==> src/hdl/fsha_pkg.sv <==
// Shared types and constants for the fit-strategy heap allocator.
package fsha_pkg;
  localparam int unsigned HandleCount = 64;
  localparam int unsigned FreeSlots   = 128;
  localparam int unsigned AddrBits    = 16;
  localparam int unsigned HandleBits  = $clog2(HandleCount);
  localparam int unsigned SlotBits    = $clog2(FreeSlots);
  localparam int unsigned SizeBits    = AddrBits + 1;
  localparam int unsigned CfgBits     = 17;

  localparam logic [0:0] CfgIdxMode  = 1'b0;
  localparam logic [0:0] CfgIdxWords = 1'b1;

  localparam logic [2:0] StOk      = 3'd0;
  localparam logic [2:0] StOom     = 3'd1;
  localparam logic [2:0] StInvalid = 3'd2;
  localparam logic [2:0] StDouble  = 3'd3;
  localparam logic [2:0] StFull    = 3'd4;

  localparam logic [1:0] ModeBest  = 2'd1;
  localparam logic [1:0] ModeWorst = 2'd2;

  localparam logic KindAlloc = 1'b0;

  typedef enum logic [1:0] {
    H_ABSENT = 2'd0,
    H_LIVE   = 2'd1,
    H_FREED  = 2'd2
  } hstat_e;

  typedef struct packed {
    logic [AddrBits-1:0] start;
    logic [AddrBits-1:0] last;
  } extent_t;

  // Free-list write port from the controller.
  typedef struct packed {
    logic                en;
    logic [SlotBits-1:0] addr;
    logic                valid;
    extent_t             ext;
  } fl_wr_t;
endpackage

==> src/hdl/fsha_free_list.sv <==
// Free-extent memory with per-slot valid flags and sweep read port.
module fsha_free_list (
  input  logic                    clk_i,
  input  logic                    rst_ni,
  input  logic                    init_i,
  input  logic [fsha_pkg::AddrBits-1:0] init_last_i,
  input  logic                    init_nonempty_i,
  input  logic [fsha_pkg::SlotBits-1:0] rd_addr_i,
  output fsha_pkg::extent_t       rd_ext_o,
  output logic                    rd_valid_o,
  input  fsha_pkg::fl_wr_t        wr_i
);
  import fsha_pkg::*;

  extent_t           mem_q [FreeSlots];
  logic [FreeSlots-1:0] valid_q;

  always_ff @(posedge clk_i) begin
    if (init_i) begin
      mem_q[0] <= '{start: '0, last: init_last_i};
    end else if (wr_i.en) begin
      mem_q[wr_i.addr] <= wr_i.ext;
    end
    rd_ext_o <= mem_q[rd_addr_i];
  end

  always_ff @(posedge clk_i or negedge rst_ni) begin
    if (!rst_ni) begin
      valid_q    <= {{(FreeSlots-1){1'b0}}, 1'b1};
      rd_valid_o <= 1'b0;
    end else begin
      if (init_i) begin
        valid_q <= {{(FreeSlots-1){1'b0}}, init_nonempty_i};
      end else if (wr_i.en) begin
        valid_q[wr_i.addr] <= wr_i.valid;
      end
      rd_valid_o <= valid_q[rd_addr_i];
    end
  end

  // Reset contents of slot 0 follow from init pulse asserted out of reset.
`ifndef ASSERT_OFF
  a_no_wr_on_init: assert property (@(posedge clk_i) disable iff (!rst_ni)
    init_i |-> !wr_i.en) else $error("free list write during init");
  a_init_slot0: assert property (@(posedge clk_i) disable iff (!rst_ni)
    init_i |=> valid_q[0] == $past(init_nonempty_i)) else $error("init slot0");
  a_wr_hit: assert property (@(posedge clk_i) disable iff (!rst_ni)
    (wr_i.en && !init_i) |=> valid_q[$past(wr_i.addr)] == $past(wr_i.valid))
    else $error("valid write lost");
`endif
endmodule

==> config.mk <==
export PLATFORM = sky130hd
export DESIGN_NAME = fsha_free_list
export DESIGN_NICKNAME = d
export VERILOG_FILES = /design/src/hdl/fsha_pkg.sv /design/src/hdl/fsha_free_list.sv
export SDC_FILE = /design/constraint.sdc
export NUM_CORES = 2
export LEC_CHECK = 0
export BUFFER_PORTS_ARGS = -buffer_cell sky130_fd_sc_hd__buf_4
export CAP_MARGIN = 10
export CELL_PAD_IN_SITES_DETAIL_PLACEMENT = 0
export CELL_PAD_IN_SITES_GLOBAL_PLACEMENT = 1
export CORE_MARGIN = 3
export CORE_UTILIZATION = 30
export CTS_BUF_LIST = sky130_fd_sc_hd__clkbuf_8
export DETAILED_ROUTE_END_ITERATION = 7
export GPL_ROUTABILITY_DRIVEN = 0
export MAX_ROUTING_LAYER = met4
export PLACE_DENSITY = 0.55
export SYNTH_ARGS = -nofsm -noshare
export SYNTH_HDL_FRONTEND = slang
export SYNTH_SLANG_ARGS = --single-unit
==> constraint.sdc <==
create_clock -name clk_i -period 4 [get_ports clk_i]
set_clock_uncertainty 0.15 [all_clocks]
set_input_delay 1 -clock clk_i [delete_from_list [all_inputs] [get_ports clk_i]]
set_output_delay 1 -clock clk_i [all_outputs]
set_load 0.01 [all_outputs]
==> flow_metrics.py <==
metrics = {
    "synth": {
        "async_flop_share": 0.03030,
        "syn-cell-area_sq_um": 163200,
        "synth_nets": 6802,
        "synth_seq_cells": 4257,
        "syn_avg_cell_area_sq_um": 24.23,
        "synth.distinct_cells": 26,
        "synth_top_area_frac": 0.7538,
        "ys_seq_area_frac": 0.7775,
        "synth-edff-count": 4096,
        "yosys-top-cells-area": "edfxtp_1, mux4_2, dfrtp_1",
        "post-synth-top-area-cell": "edfxtp_1",
        "synth_cells": 6734,
        "synthTopCellsByCount": "edfxtp_1, mux4_2, clkbuf_1",
        "synth-main-ff-cell": "edfxtp_1",
        "yosys_warnings": 0,
        "yosysMostFrequentCell": "edfxtp_1",
    },
    "die": {
        "die_x_um": 743.5,
        "initial_core_util": 0.3015,
        "placementRows": 270,
        "ios": 101,
        "die_area_sq_um": 552800,
        "chipHeight_um": 743.5,
        "core_sq_um": 541200,
    },
    "worst_setup_path": {
        "crit_path_start": "rd_valid_o",
        "path_cells": "buf_4",
        "critPathMaxFanout": 8,
        "start_kind": "flop",
        "path_delay_family": "flip-flops",
        "critPathArrivalTime_ns": 2.52,
        "critPathBufInv": 1,
        "critPathCaptureType": "output port",
        "reg2reg_from": "mem_q[101][0]",
        "required_ns": 2.85,
        "slowest_stage": "dfrtp_1",
        "criticalPathCategory": "reg2out",
        "critical-path-max-stage-delay_ns": 1.04,
    },
    "finish": {
        "syn_to_final_growth_pct": 19.03,
        "seqCellArea_sq_um": 126900,
        "multi_input_area_sq_um": 35820,
        "fillCellCount": 49360,
        "finalNetCount": 7833,
        "drive_gt1_frac": 0.3850,
        "finish.utilization": 0.3589,
        "fin_cells": 15570,
        "fin_area_sq_um": 194200,
    },
    "timing": {
        "tightest_slew_ns": 1.148,
        "drv_slew": 0,
        "fin_crit_sh": 0.9182,
        "slew_headroom": 0.2348,
        "hold_slack_ns": 0.1226,
        "clock.fmax_ghz": 0.2723,
        "rsz0062_at_grt": "no",
        "final_hold_viol_count": 0,
        "setup_violations": 0,
        "setup_tns_ns": 0,
        "min_period_ns": 3.673,
        "fin_ws_ns": 0.3274,
    },
    "placed_design": {
        "post-place-ws_ns": -0.3609,
        "dp_hpwl_um": 285700,
        "placed_cell_area_sq_um": 181400,
        "io_buffers": 100,
        "placedCellCount": 14280,
    },
    "global_routing": {
        "track_usage": 0.1735,
        "grt_pass1_vias": 82180,
        "grt-ovfl-total": 0,
        "grt_pass1_wl_um": 658200,
        "grt_max_degree": 129,
        "antenna_found_initial": 39,
    },
    "cts": {
        "clk_latency_ns": 1.25,
        "cts_buffer_depth": 4,
        "cts.sinks": 4257,
        "htreeDepth": 6,
        "postCtsSetupRepairBufs": 0,
        "clk_pin_slew_worst_paths_ns": 0.06,
        "cts-root-buf": "clkbuf_8",
        "cts_tree": "done",
        "numCtsBuffers": 680,
    },
    "routing": {
        "dr.first_iter.drc_count": 9286,
        "ant_nets": 0,
        "vias": 79020,
        "drc": 0,
        "wirelength_um": 471900,
        "wl_per_cell_um": 30.31,
        "first_pass_iters": 5,
        "via_per_inst": 5.075,
    },
    "status": {
        "status": "complete, no violations",
    },
    "pwr": {
        "p_total_mw": 89.12,
        "ir_worst_vdd_mv": 0.2384,
        "p_leak_nw": 56.05,
        "powerDensity_nw_per_um2": 458.8,
    },
    "job": {
        "cap_violations": 0,
    },
    "worst_hold_path": {
        "holdCritStartpoint": "wr_i[14]",
        "hp-class": "in2reg",
    },
}
cell usage in the layout (no fill, tap or decap), drive strengths merged, types with 32 or more instances in the layout:
cell type | synthesis | final
nor2 | 145 | 145
clkbuf | 259 | 710
edfxtp | 4096 | 4096
diode | 0 | 47
a21oi | 127 | 127
clkinv | 0 | 240
mux4 | 1386 | 1386
o21ai | 128 | 128
nand2 | 63 | 63
mux2 | 33 | 33
dfxtp | 32 | 32
nand3 | 136 | 136
inv | 0 | 245
buf | 144 | 743
dfrtp | 128 | 128
flip-flops by register name (all words and copies together), names as in the netlist:
name,count
rd_ext_o,32
mem_q,4096
rd_valid_o,1
valid_q,128
power breakdown:
part           switching (mW)  total, mW  internal [mW]  leakage [nW]
logic                    2.98       4.92           1.94          13.7
registers               0.139       49.3           49.1          35.1
clock network            17.3       34.9           17.6          7.27
cell type report:
cell class,instances,area share
Sequential cell,4257,0.6532
Multi-Input combinational cell,2074,0.1844
Timing Repair Buffer,752,0.05048
Clock buffer,710,0.05031
Tap cell,7208,0.04643
Clock inverter,522,0.01458
Antenna cell,47,0.0006055
routing by layer:
| metal | GRT usage | routed length, um |
|---|---|---|
| met2 | 0.2759 | 229000 |
| met1 | 0.2364 | 201500 |
| met4 | 0.03894 | 10610 |
| met5 | - | 0 |
| met3 | 0.02690 | 30820 |
worst paths after layout:
check	to	slack, ns	depth (start not counted)
max	rd_valid_o	0.33	1
min	mem_q[118][14]	0.12	3
max reg2reg	rd_ext_o[0]	1.19	4
min reg2reg	valid_q[95]	0.39	2
max in group asynchronous	valid_q[105]	2.52	3
min in group asynchronous	valid_q[42]	0.35	3
kinds of logic (layout without fill, tap and decap cells):
kind of cell,count (synthesis),in the layout,share of synthesized area
flip-flops,4257,4257,0.7775
AND/OR/NAND/NOR,399,399,0.01103
multiplexers,1420,1420,0.1936
other,0,47,0
AO/OA/AOI/OAI,255,255,0.007821
buffers and inverters,403,1984,0.01004
what timing repair did:
action | in CTS | in global routing
hold buffers | 9 | 0
endpoints found under the hold margin | 167 | 0
resized for setup | 0 | 0
endpoints found under the setup margin | 0 | 0
(Power assumes the default switching activity.)
